[src/hdl/prtc_pkg.sv]
// Shared types and constants for the pulse rate from threshold crossings block.
package prtc_pkg;

   localparam int SAMPLE_BITS   = 18;
   localparam int TIME_BITS     = 32;
   localparam int INTERVAL_BITS = 16;
   localparam int BPM_BITS      = 8;
   localparam int SWING_BITS    = 18;
   localparam int CSR_IDX_BITS  = 3;
   localparam int CSR_DATA_BITS = 18;
   localparam int MOD_BITS      = 4;

   // configuration register indexes
   localparam logic [CSR_IDX_BITS-1:0] CSR_MIN_SWING    = 3'd0;
   localparam logic [CSR_IDX_BITS-1:0] CSR_FALLBACK_THR = 3'd1;
   localparam logic [CSR_IDX_BITS-1:0] CSR_MIN_INTERVAL = 3'd2;
   localparam logic [CSR_IDX_BITS-1:0] CSR_MAX_INTERVAL = 3'd3;
   localparam logic [CSR_IDX_BITS-1:0] CSR_BPM_LOW      = 3'd4;
   localparam logic [CSR_IDX_BITS-1:0] CSR_BPM_HIGH     = 3'd5;

   // configuration reset values
   localparam logic [SWING_BITS-1:0]    MIN_SWING_RESET    = 18'd1000;
   localparam logic [SWING_BITS-1:0]    FALLBACK_THR_RESET = 18'd50000;
   localparam logic [INTERVAL_BITS-1:0] MIN_INTERVAL_RESET = 16'd300;
   localparam logic [INTERVAL_BITS-1:0] MAX_INTERVAL_RESET = 16'd1500;
   localparam logic [BPM_BITS-1:0]      BPM_LOW_RESET      = 8'd40;
   localparam logic [BPM_BITS-1:0]      BPM_HIGH_RESET     = 8'd180;

   localparam logic [INTERVAL_BITS-1:0] RATE_NUMERATOR = 16'd60000;
   localparam logic [1:0]               THIRD_DIVISOR  = 2'd3;
   localparam logic [MOD_BITS-1:0]      MOD_TEN_LAST   = 4'd9;
   localparam logic [MOD_BITS-1:0]      MOD_TWO        = 4'd2;

   typedef struct packed {
      logic [TIME_BITS-1:0]   time_ms;
      logic [SAMPLE_BITS-1:0] ir_sample;
   } req_payload_type;

   typedef struct packed {
      logic [BPM_BITS-1:0] heart_bpm;
      logic                beat_seen;
   } rsp_payload_type;

   typedef enum logic [3:0] {
      ST_IDLE,
      ST_THRESH,
      ST_THRESH_WAIT,
      ST_CROSS,
      ST_AVG,
      ST_AVG_WAIT,
      ST_RANGE,
      ST_RATE_WAIT,
      ST_FINISH
   } state_type;

endpackage

[src/hdl/prtc_div.sv]
// Restoring divider that retires one quotient bit per cycle.
module prtc_div #(
   parameter int NUM_W = 19,
   parameter int DEN_W = 16
) (
   input  logic             clock,
   input  logic             reset,
   input  logic             start,
   input  logic [NUM_W-1:0] numer,
   input  logic [DEN_W-1:0] denom,
   output logic             done,
   output logic [NUM_W-1:0] quot
);

   localparam int CNT_W = $clog2(NUM_W + 1);

   logic             busy_ff, busy_in;
   logic             done_ff, done_in;
   logic [CNT_W-1:0] cnt_ff, cnt_in;
   logic [DEN_W-1:0] rem_ff, rem_in;
   logic [DEN_W-1:0] den_ff, den_in;
   logic [NUM_W-1:0] quo_ff, quo_in;
   logic [DEN_W:0]   trial;
   logic [DEN_W:0]   diff;
   logic             fits;

   assign trial = {rem_ff, quo_ff[NUM_W-1]};
   assign diff  = trial - {1'b0, den_ff};
   assign fits  = trial >= {1'b0, den_ff};

   always_comb begin
      busy_in = busy_ff;
      done_in = 1'b0;
      cnt_in  = cnt_ff;
      rem_in  = rem_ff;
      den_in  = den_ff;
      quo_in  = quo_ff;
      if (busy_ff) begin
         rem_in = fits ? diff[DEN_W-1:0] : trial[DEN_W-1:0];
         quo_in = {quo_ff[NUM_W-2:0], fits};
         cnt_in = cnt_ff - CNT_W'(1);
         if (cnt_ff == CNT_W'(1)) begin
            busy_in = 1'b0;
            done_in = 1'b1;
         end
      end else if (start) begin
         busy_in = 1'b1;
         cnt_in  = CNT_W'(NUM_W);
         rem_in  = '0;
         den_in  = denom;
         quo_in  = numer;
      end
   end

   always_ff @(posedge clock) begin
      if (reset) begin
         busy_ff <= 1'b0;
         done_ff <= 1'b0;
         cnt_ff  <= '0;
      end else begin
         busy_ff <= busy_in;
         done_ff <= done_in;
         cnt_ff  <= cnt_in;
      end
   end

   always_ff @(posedge clock) begin
      rem_ff <= rem_in;
      den_ff <= den_in;
      quo_ff <= quo_in;
   end

   assign done = done_ff;
   assign quot = quo_ff;

endmodule

[src/hdl/prtc_ring.sv]
// Ring of beat intervals with a running sum and a fill count.
module prtc_ring
   import prtc_pkg::*;
#(
   parameter int RING_DEPTH = 8
) (
   input  logic                                      clock,
   input  logic                                      reset,
   input  logic                                      wr_en,
   input  logic [INTERVAL_BITS-1:0]                  wr_data,
   output logic [INTERVAL_BITS+$clog2(RING_DEPTH)-1:0] sum,
   output logic [$clog2(RING_DEPTH+1)-1:0]           count
);

   localparam int SUM_W = INTERVAL_BITS + $clog2(RING_DEPTH);
   localparam int CNT_W = $clog2(RING_DEPTH + 1);
   localparam int POS_W = $clog2(RING_DEPTH);

   logic [INTERVAL_BITS-1:0] ring_ff [RING_DEPTH];
   logic [POS_W-1:0]         pos_ff, pos_in;
   logic [CNT_W-1:0]         fill_ff, fill_in;
   logic [SUM_W-1:0]         sum_ff, sum_in;
   logic                     full;
   logic [INTERVAL_BITS-1:0] evicted;

   // evicted entries count as zero until the ring is full, so the entries need no reset
   assign full    = fill_ff == CNT_W'(RING_DEPTH);
   assign evicted = full ? ring_ff[pos_ff] : '0;

   always_comb begin
      pos_in  = pos_ff;
      fill_in = fill_ff;
      sum_in  = sum_ff;
      if (wr_en) begin
         pos_in  = (pos_ff == POS_W'(RING_DEPTH - 1)) ? '0 : pos_ff + POS_W'(1);
         fill_in = full ? fill_ff : fill_ff + CNT_W'(1);
         sum_in  = sum_ff + SUM_W'(wr_data) - SUM_W'(evicted);
      end
   end

   always_ff @(posedge clock) begin
      if (reset) begin
         pos_ff  <= '0;
         fill_ff <= '0;
         sum_ff  <= '0;
      end else begin
         pos_ff  <= pos_in;
         fill_ff <= fill_in;
         sum_ff  <= sum_in;
      end
   end

   always_ff @(posedge clock) begin
      if (wr_en) begin
         ring_ff[pos_ff] <= wr_data;
      end
   end

   assign sum   = sum_ff;
   assign count = fill_ff;

endmodule

[src/hdl/pulse_rate_from_threshold_crossings_top.sv]
// Pulse rate from threshold crossings: top level with control sequencer and datapath.
//
// Takes one infrared sample with its millisecond timestamp per transaction and returns one
// result: the held heart rate and a flag for a completed falling crossing. The block works on
// one sample at a time, and all divisions go through one shared divider that retires one
// quotient bit per cycle for a quotient of N = max(19, 16 + log2(RING_DEPTH)) bits. The
// fallback threshold needs no division, an adaptive one needs one, and a beat that refreshes
// the rate divides for the average interval and, if in range, for the rate. A finished result
// waits in an output register, so the next sample is taken while it sits there. No clearing
// pass is needed after reset; configuration writes are always ready.
module pulse_rate_from_threshold_crossings_top
   import prtc_pkg::*;
#(
   parameter int RING_DEPTH = 8
) (
   input  logic                     clock,
   input  logic                     reset,
   input  logic                     req_valid,
   output logic                     req_stall,
   input  req_payload_type          req_payload,
   output logic                     rsp_valid,
   input  logic                     rsp_stall,
   output rsp_payload_type          rsp_payload,
   input  logic                     csr_valid,
   output logic                     csr_ready,
   input  logic [CSR_IDX_BITS-1:0]  csr_index,
   input  logic [CSR_DATA_BITS-1:0] csr_wdata
);

   localparam int SUM_W = INTERVAL_BITS + $clog2(RING_DEPTH);
   localparam int CNT_W = $clog2(RING_DEPTH + 1);
   localparam int NUM_A = (SUM_W > SAMPLE_BITS + 1) ? SUM_W : SAMPLE_BITS + 1;
   localparam int NUM_W = (NUM_A > INTERVAL_BITS) ? NUM_A : INTERVAL_BITS;
   localparam int DEN_W = INTERVAL_BITS;
   localparam int PROD_W = BPM_BITS + INTERVAL_BITS;

   state_type state_ff, state_in;

   // configuration
   logic [SWING_BITS-1:0]    min_swing_ff, min_swing_in;
   logic [SWING_BITS-1:0]    fallback_ff, fallback_in;
   logic [INTERVAL_BITS-1:0] min_iv_ff, min_iv_in;
   logic [INTERVAL_BITS-1:0] max_iv_ff, max_iv_in;
   logic [BPM_BITS-1:0]      bpm_low_ff, bpm_low_in;
   logic [BPM_BITS-1:0]      bpm_high_ff, bpm_high_in;

   // detector state
   logic [SAMPLE_BITS-1:0] max_ff, max_in;
   logic [SAMPLE_BITS-1:0] min_ff, min_in;
   logic [SAMPLE_BITS-1:0] prev_ff, prev_in;
   logic                   armed_ff, armed_in;
   logic [TIME_BITS-1:0]   last_ff, last_in;
   logic                   btv_ff, btv_in;
   logic [MOD_BITS-1:0]    mod10_ff, mod10_in;
   logic                   two_ff, two_in;
   logic [BPM_BITS-1:0]    held_ff, held_in;
   logic                   beat_ff, beat_in;
   logic                   rsp_valid_ff, rsp_valid_in;

   // per-sample working registers
   logic [SAMPLE_BITS-1:0]   s_ff, s_in;
   logic [TIME_BITS-1:0]     now_ff, now_in;
   logic [SAMPLE_BITS-1:0]   thr_ff, thr_in;
   logic [INTERVAL_BITS-1:0] avg_ff, avg_in;
   rsp_payload_type          rsp_payload_ff, rsp_payload_in;

   logic                     div_start;
   logic [NUM_W-1:0]         div_numer;
   logic [DEN_W-1:0]         div_denom;
   logic                     div_done;
   logic [NUM_W-1:0]         div_quot;

   logic                     ring_wr;
   logic [SUM_W-1:0]         ring_sum;
   logic [CNT_W-1:0]         ring_count;

   logic                     adaptive;
   logic [SAMPLE_BITS-1:0]   swing;
   logic                     rise;
   logic                     fall;
   logic [TIME_BITS-1:0]     interval;
   logic                     in_window;
   logic [MOD_BITS-1:0]      mod10_next;
   logic [PROD_W-1:0]        prod_low;
   logic [PROD_W-1:0]        prod_high;
   logic                     rate_ok;
   logic                     rsp_load;

   prtc_div #(
      .NUM_W (NUM_W),
      .DEN_W (DEN_W)
   ) u_div (
      .clock (clock),
      .reset (reset),
      .start (div_start),
      .numer (div_numer),
      .denom (div_denom),
      .done  (div_done),
      .quot  (div_quot)
   );

   prtc_ring #(
      .RING_DEPTH (RING_DEPTH)
   ) u_ring (
      .clock   (clock),
      .reset   (reset),
      .wr_en   (ring_wr),
      .wr_data (interval[INTERVAL_BITS-1:0]),
      .sum     (ring_sum),
      .count   (ring_count)
   );

   assign adaptive   = {1'b0, max_ff} > ({1'b0, min_ff} + {1'b0, min_swing_ff});
   assign swing      = max_ff - min_ff;
   assign rise       = (s_ff > thr_ff) && (prev_ff <= thr_ff) && !armed_ff;
   assign fall       = (s_ff < thr_ff) && (prev_ff >= thr_ff) && armed_ff;
   assign interval   = now_ff - last_ff;
   assign in_window  = (interval > TIME_BITS'(min_iv_ff)) && (interval < TIME_BITS'(max_iv_ff));
   assign mod10_next = (mod10_ff == MOD_TEN_LAST) ? '0 : mod10_ff + MOD_BITS'(1);
   assign prod_low   = PROD_W'(bpm_low_ff) * PROD_W'(avg_ff);
   assign prod_high  = PROD_W'(bpm_high_ff) * PROD_W'(avg_ff);
   assign rate_ok    = (PROD_W'(RATE_NUMERATOR) >= prod_low)
                    && (PROD_W'(RATE_NUMERATOR) <= prod_high);

   always_comb begin
      state_in       = state_ff;
      min_swing_in   = min_swing_ff;
      fallback_in    = fallback_ff;
      min_iv_in      = min_iv_ff;
      max_iv_in      = max_iv_ff;
      bpm_low_in     = bpm_low_ff;
      bpm_high_in    = bpm_high_ff;
      max_in         = max_ff;
      min_in         = min_ff;
      prev_in        = prev_ff;
      armed_in       = armed_ff;
      last_in        = last_ff;
      btv_in         = btv_ff;
      mod10_in       = mod10_ff;
      two_in         = two_ff;
      held_in        = held_ff;
      beat_in        = beat_ff;
      s_in           = s_ff;
      now_in         = now_ff;
      thr_in         = thr_ff;
      avg_in         = avg_ff;
      rsp_payload_in = rsp_payload_ff;
      rsp_load       = 1'b0;
      div_start      = 1'b0;
      div_numer      = '0;
      div_denom      = '0;
      ring_wr        = 1'b0;

      unique case (state_ff)
         ST_IDLE: begin
            if (req_valid) begin
               s_in     = req_payload.ir_sample;
               now_in   = req_payload.time_ms;
               max_in   = (req_payload.ir_sample > max_ff) ? req_payload.ir_sample : max_ff;
               min_in   = (req_payload.ir_sample < min_ff) ? req_payload.ir_sample : min_ff;
               beat_in  = 1'b0;
               state_in = ST_THRESH;
            end
         end
         ST_THRESH: begin
            if (adaptive) begin
               div_start = 1'b1;
               div_numer = NUM_W'({swing, 1'b0});
               div_denom = DEN_W'(THIRD_DIVISOR);
               state_in  = ST_THRESH_WAIT;
            end else begin
               thr_in   = fallback_ff[SAMPLE_BITS-1:0];
               state_in = ST_CROSS;
            end
         end
         ST_THRESH_WAIT: begin
            if (div_done) begin
               thr_in   = min_ff + div_quot[SAMPLE_BITS-1:0];
               state_in = ST_CROSS;
            end
         end
         ST_CROSS: begin
            prev_in  = s_ff;
            state_in = ST_FINISH;
            if (rise) begin
               armed_in = 1'b1;
            end else if (fall) begin
               armed_in = 1'b0;
               beat_in  = 1'b1;
               last_in  = now_ff;
               btv_in   = 1'b1;
               if (btv_ff && in_window) begin
                  ring_wr  = 1'b1;
                  mod10_in = mod10_next;
                  if (mod10_next >= MOD_TWO) begin
                     two_in = 1'b1;
                  end
                  if (mod10_next >= MOD_TWO || two_ff) begin
                     state_in = ST_AVG;
                  end
                  if (mod10_next == '0) begin
                     max_in = '0;
                     min_in = '1;
                  end
               end else if (mod10_ff == '0) begin
                  max_in = '0;
                  min_in = '1;
               end
            end
         end
         ST_AVG: begin
            div_start = 1'b1;
            div_numer = NUM_W'(ring_sum);
            div_denom = DEN_W'(ring_count);
            state_in  = ST_AVG_WAIT;
         end
         ST_AVG_WAIT: begin
            if (div_done) begin
               avg_in   = div_quot[INTERVAL_BITS-1:0];
               state_in = ST_RANGE;
            end
         end
         ST_RANGE: begin
            if (rate_ok) begin
               div_start = 1'b1;
               div_numer = NUM_W'(RATE_NUMERATOR);
               div_denom = avg_ff;
               state_in  = ST_RATE_WAIT;
            end else begin
               held_in  = '0;
               state_in = ST_FINISH;
            end
         end
         ST_RATE_WAIT: begin
            if (div_done) begin
               held_in  = div_quot[BPM_BITS-1:0];
               state_in = ST_FINISH;
            end
         end
         ST_FINISH: begin
            // hold until the output register is free
            if (!rsp_valid_ff || !rsp_stall) begin
               rsp_load                 = 1'b1;
               rsp_payload_in.heart_bpm = held_ff;
               rsp_payload_in.beat_seen = beat_ff;
               state_in                 = ST_IDLE;
            end
         end
         default: begin
            state_in = ST_IDLE;
         end
      endcase

      rsp_valid_in = rsp_load || (rsp_valid_ff && rsp_stall);

      if (csr_valid) begin
         unique case (csr_index)
            CSR_MIN_SWING:    min_swing_in = csr_wdata[SWING_BITS-1:0];
            CSR_FALLBACK_THR: fallback_in  = csr_wdata[SWING_BITS-1:0];
            CSR_MIN_INTERVAL: min_iv_in    = csr_wdata[INTERVAL_BITS-1:0];
            CSR_MAX_INTERVAL: max_iv_in    = csr_wdata[INTERVAL_BITS-1:0];
            CSR_BPM_LOW:      bpm_low_in   = csr_wdata[BPM_BITS-1:0];
            CSR_BPM_HIGH:     bpm_high_in  = csr_wdata[BPM_BITS-1:0];
            default: begin
            end
         endcase
      end
   end

   always_ff @(posedge clock) begin
      if (reset) begin
         state_ff     <= ST_IDLE;
         min_swing_ff <= MIN_SWING_RESET;
         fallback_ff  <= FALLBACK_THR_RESET;
         min_iv_ff    <= MIN_INTERVAL_RESET;
         max_iv_ff    <= MAX_INTERVAL_RESET;
         bpm_low_ff   <= BPM_LOW_RESET;
         bpm_high_ff  <= BPM_HIGH_RESET;
         max_ff       <= '0;
         min_ff       <= '1;
         prev_ff      <= '0;
         armed_ff     <= 1'b0;
         last_ff      <= '0;
         btv_ff       <= 1'b0;
         mod10_ff     <= '0;
         two_ff       <= 1'b0;
         held_ff      <= '0;
         beat_ff      <= 1'b0;
         rsp_valid_ff <= 1'b0;
      end else begin
         state_ff     <= state_in;
         min_swing_ff <= min_swing_in;
         fallback_ff  <= fallback_in;
         min_iv_ff    <= min_iv_in;
         max_iv_ff    <= max_iv_in;
         bpm_low_ff   <= bpm_low_in;
         bpm_high_ff  <= bpm_high_in;
         max_ff       <= max_in;
         min_ff       <= min_in;
         prev_ff      <= prev_in;
         armed_ff     <= armed_in;
         last_ff      <= last_in;
         btv_ff       <= btv_in;
         mod10_ff     <= mod10_in;
         two_ff       <= two_in;
         held_ff      <= held_in;
         beat_ff      <= beat_in;
         rsp_valid_ff <= rsp_valid_in;
      end
   end

   always_ff @(posedge clock) begin
      s_ff           <= s_in;
      now_ff         <= now_in;
      thr_ff         <= thr_in;
      avg_ff         <= avg_in;
      rsp_payload_ff <= rsp_payload_in;
   end

   assign req_stall   = (state_ff != ST_IDLE);
   assign rsp_valid   = rsp_valid_ff;
   assign rsp_payload = rsp_payload_ff;
   assign csr_ready   = 1'b1;

endmodule

[config.mk]
export PLATFORM = sky130hd
export DESIGN_NAME = pulse_rate_from_threshold_crossings_top
export DESIGN_NICKNAME = d
export VERILOG_FILES = /design/src/hdl/prtc_pkg.sv /design/src/hdl/prtc_div.sv /design/src/hdl/prtc_ring.sv /design/src/hdl/pulse_rate_from_threshold_crossings_top.sv
export SDC_FILE = /design/constraint.sdc
export NUM_CORES = 2
export LEC_CHECK = 0
export BUFFER_PORTS_ARGS = -buffer_cell sky130_fd_sc_hd__buf_4
export CAP_MARGIN = 20
export CORE_AREA = 2 2 314 316
export DETAILED_ROUTE_END_ITERATION = 8
export DIE_AREA = 0 0 316 318
export PLACE_DENSITY = 0.64
export SLEW_MARGIN = 10
export SYNTH_ARGS = -nofsm -noshare
export SYNTH_HDL_FRONTEND = slang
export SYNTH_HIERARCHICAL = 1
export SYNTH_SLANG_ARGS = --single-unit
[constraint.sdc]
create_clock -name clock -period 21.3 [get_ports clock]
set_input_delay 3.195 -clock clock [delete_from_list [all_inputs] [get_ports clock]]
set_output_delay 3.195 -clock clock [all_outputs]
set_load 0.02 [all_outputs]
==> impl_metrics.json <==
{
  "status": "completed",
  "design_area_mm2": 0.0404,
  "switching_share": 0.300,
  "cp_slowest_cell": "nor2_2",
  "clkPwrFrac": 0.361,
  "ir_worst_vdd_uv": 68.2,
  "critPathMaxFanout": 25,
  "crit_buf_inv": 4,
  "power_density_mw_per_mm2": 67.4,
  "syn_area_mm2": 0.0366,
  "h-tree-depth": 2,
  "finalSetupTns_ps": 0,
  "die_area_mm2": 0.100,
  "clock_path_buffers": 3,
  "path_cells": "and2_1, fa_1, fa_1, fa_1, inv_1, fa_1, inv_1, ha_1, and3_1, a211oi_1, a21bo_2, a21oi_1, nor3b_1, o31a_1, a2111oi_0, o2111a_1, o211ai_4, nor2_2, or3_1, nor2_1, inv_1, buf_4",
  "cts_tree": "built",
  "post-route-min-period_ps": 8280,
  "syn-num-nets": 4447,
  "crit_path_start_kind": "flop",
  "intPower_w": 0.00191,
  "synthArstFlopShare": 0,
  "core_area_mm2": 0.0974,
  "yosys_warnings": 6,
  "antenna_found_initial": 2,
  "cp_slowest_stage_delay_ps": 770,
  "fmax_mhz": 121,
  "rows": 115,
  "cts.sinks": 499,
  "worstRegToRegCells": 22,
  "viasPerCell": 5.27,
  "hold_depth": 0,
  "grt_max_degree": 101,
  "slew_viol_final": 0,
  "cp-end-kind": "flop",
  "ys_seq_elements": 499,
  "p_seq_frac": 0.399,
  "p_leak_nw": 16.6,
  "final_common_cell": "nand2_1",
  "postCtsSetupBuffers": 0,
  "totalWireLength_um": 94200,
  "max_cap_viol_count": 0,
  "nets": 4485,
  "r2r_setup_slack_ps": 13020,
  "nFillCells": 9450,
  "die_w_um": 316,
  "post-route-period-util": 0.389,
  "rsz0062_at_grt": "no",
  "place.gp.congestion": 0.928,
  "numCtsBuffers": 53,
  "synth_cell_types": 107,
  "synth_edf_count": 272,
  "hold_path.class": "flop to flop",
  "clk_pin_slew_ps": 60,
  "io_buffer_count": 86,
  "path_depth": 22,
  "drt_iter0_markers": 1895,
  "area_growth_pct": 10.6,
  "setup_viol": 0,
  "pwr-share-comb": 0.239,
  "clock_latency_ps": 610,
  "layout_common_cells": "nand2_1, inv_1, ha_1, a21oi_1, edfxtp_1",
  "yosysSeqAreaShare": 0.348,
  "cpMostUsedCell": "fa_1",
  "syn_avg_cell_area_um2": 9.50,
  "cts_root_buf": "clkbuf_16",
  "worst-endpoint-required_ps": 21580,
  "dpl-instance-area_mm2": 0.0385,
  "power.switching_w": 0.000817,
  "wl_per_cell_um": 18.1,
  "ctsHoldBuffers": 0,
  "initial_core_util": 0.375,
  "finClkSkew_ps": 20.0,
  "io_pins": 88,
  "num_vias": 27500,
  "grt_pass1_wl_um": 151000,
  "ctsResizeCount": 0,
  "max-slew-margin-rel": 0.278,
  "drive_above_1_share": 0.0824,
  "syn_inst": 3850,
  "finalCoreUtilization": 0.415,
  "tightest_slew_ps": 1080,
  "crit_type": "flop to flop",
  "grt-ovfl-total": 0,
  "postRouteAntennaNets": 0,
  "hold_slack_ps": 436,
  "grt_usage": 0.188,
  "grt_pass1_vias": 27400,
  "first_pass_iters": 6,
  "synthFlopType": "edfxtp_1",
  "crit_arrival_ps": 8560,
  "hold_viol": 0,
  "crit_family": "adder cells",
  "chipHeight_um": 318,
  "drc": 0,
  "hpwl_um": 71500
}
## registers in the layout (all words and copies together), names as in the netlist, 16 cells and up, named ones only
signal	flops
u_ring/sum	19
now_ff	32
last_ff	32
u_div/quot	19
prev_ff	18
min_ff	18
s_ff	18
min_iv_ff	16
max_iv_ff	16
max_ff	18
u_ring/ring_ff	128
avg_ff	16
u_div/rem_ff	16
min_swing_ff	18
thr_ff	18
fallback_ff	18
u_div/den_ff	16
## per-stage QoR
step           setup slack [ps]  cells  total power, W
2_1_floorplan             14500   3850         0.00158
3_3_place_gp              13290   5114         0.00175
3_5_place_dp              13130   5116         0.00176
4_1_cts                   13050   5215         0.00274
5_1_grt                   12490   5219         0.00287
6_report                  13020   5220         0.00273
## synthesized netlist by cell type, drive strengths merged, types with 22 or more instances
cell type / count / share of area
nand2: 481 / 0.049
nor3: 42 / 0.0062
a21oi: 305 / 0.042
mux4: 32 / 0.020
dfxtp: 227 / 0.12
and2: 224 / 0.038
fa: 189 / 0.10
a21o: 73 / 0.015
and3: 24 / 0.0041
a211oi: 32 / 0.0072
nand4: 42 / 0.0072
buf: 31 / 0.0050
inv: 439 / 0.045
nor2: 187 / 0.019
o21a: 31 / 0.0064
nand3b: 35 / 0.0072
nand3: 58 / 0.0079
nand2b: 38 / 0.0065
a2bb2oi: 22 / 0.0053
nor2b: 31 / 0.0053
xor2: 40 / 0.0096
xnor2: 66 / 0.016
o21ai: 150 / 0.021
clkbuf: 118 / 0.012
mux2i: 35 / 0.0096
edfxtp: 272 / 0.22
mux2: 22 / 0.0069
ha: 332 / 0.11
## worst register-to-register path: cells and delay by family, from the launching register on
kind                       cells  cell delay (ps)
adders and majority gates      5             2520
DFF                            1              630
AOI/OAI and AO/OA              7             1970
buffers and inverters          4             1090
and+or+nand+nor                6             1760
## final timing paths
kind,startpoint,endpoint
worst max-delay path,avg_ff[4]$_DFFE_PP_,u_div/quot[8]$_DFFE_PP_
worst min-delay path,beat_ff$_SDFFE_PP0P_,rsp_payload[0]$_DFFE_PP_
worst max register to register,avg_ff[4]$_DFFE_PP_,u_div/quot[8]$_DFFE_PP_
worst min register to register,beat_ff$_SDFFE_PP0P_,rsp_payload[0]$_DFFE_PP_
## routing by layer
| metal | share of wire | track usage |
|---|---|---|
| met5 | 0.00014 | 0 |
| met4 | 0.037 | 0.0641 |
| met3 | 0.050 | 0.0241 |
| met2 | 0.48 | 0.318 |
| met1 | 0.44 | 0.246 |
## area by class of cell
class,instances,area [um^2],share of cell area
Inverter,439,1650,0.0407
Clock inverter,24,369,0.00913
Antenna cell,1,2.50,0.0000619
Timing Repair Buffer,132,998,0.0247
Sequential cell,499,12700,0.314
Multi-Input combinational cell,2763,21600,0.534
Tap cell,1287,1610,0.0398
Clock buffer,75,1500,0.0371
## power by group through the flow
stage	logic (W)	registers (W)	clock network (W)
after global routing	0.000739	0.00109	0.00104
after detailed placement	0.000646	0.00111	0
after global placement	0.000638	0.00111	0
after floorplan	0.000486	0.00109	0
final	0.000653	0.00109	0.000985
after CTS	0.000650	0.00109	0.00100
## logic make-up after synthesis
logic type | Yosys count | synth area share
AND/OR/NAND/NOR | 1226 | 0.165
AO/OA/AOI/OAI | 820 | 0.146
buffers and inverters | 588 | 0.0622
adder cells (fa/ha/maj) | 521 | 0.217
flip-flops | 499 | 0.348
XOR/XNOR | 106 | 0.0254
multiplexers | 89 | 0.0362
other | 1 | 0.000103
Power figures use the tool's default switching activity.
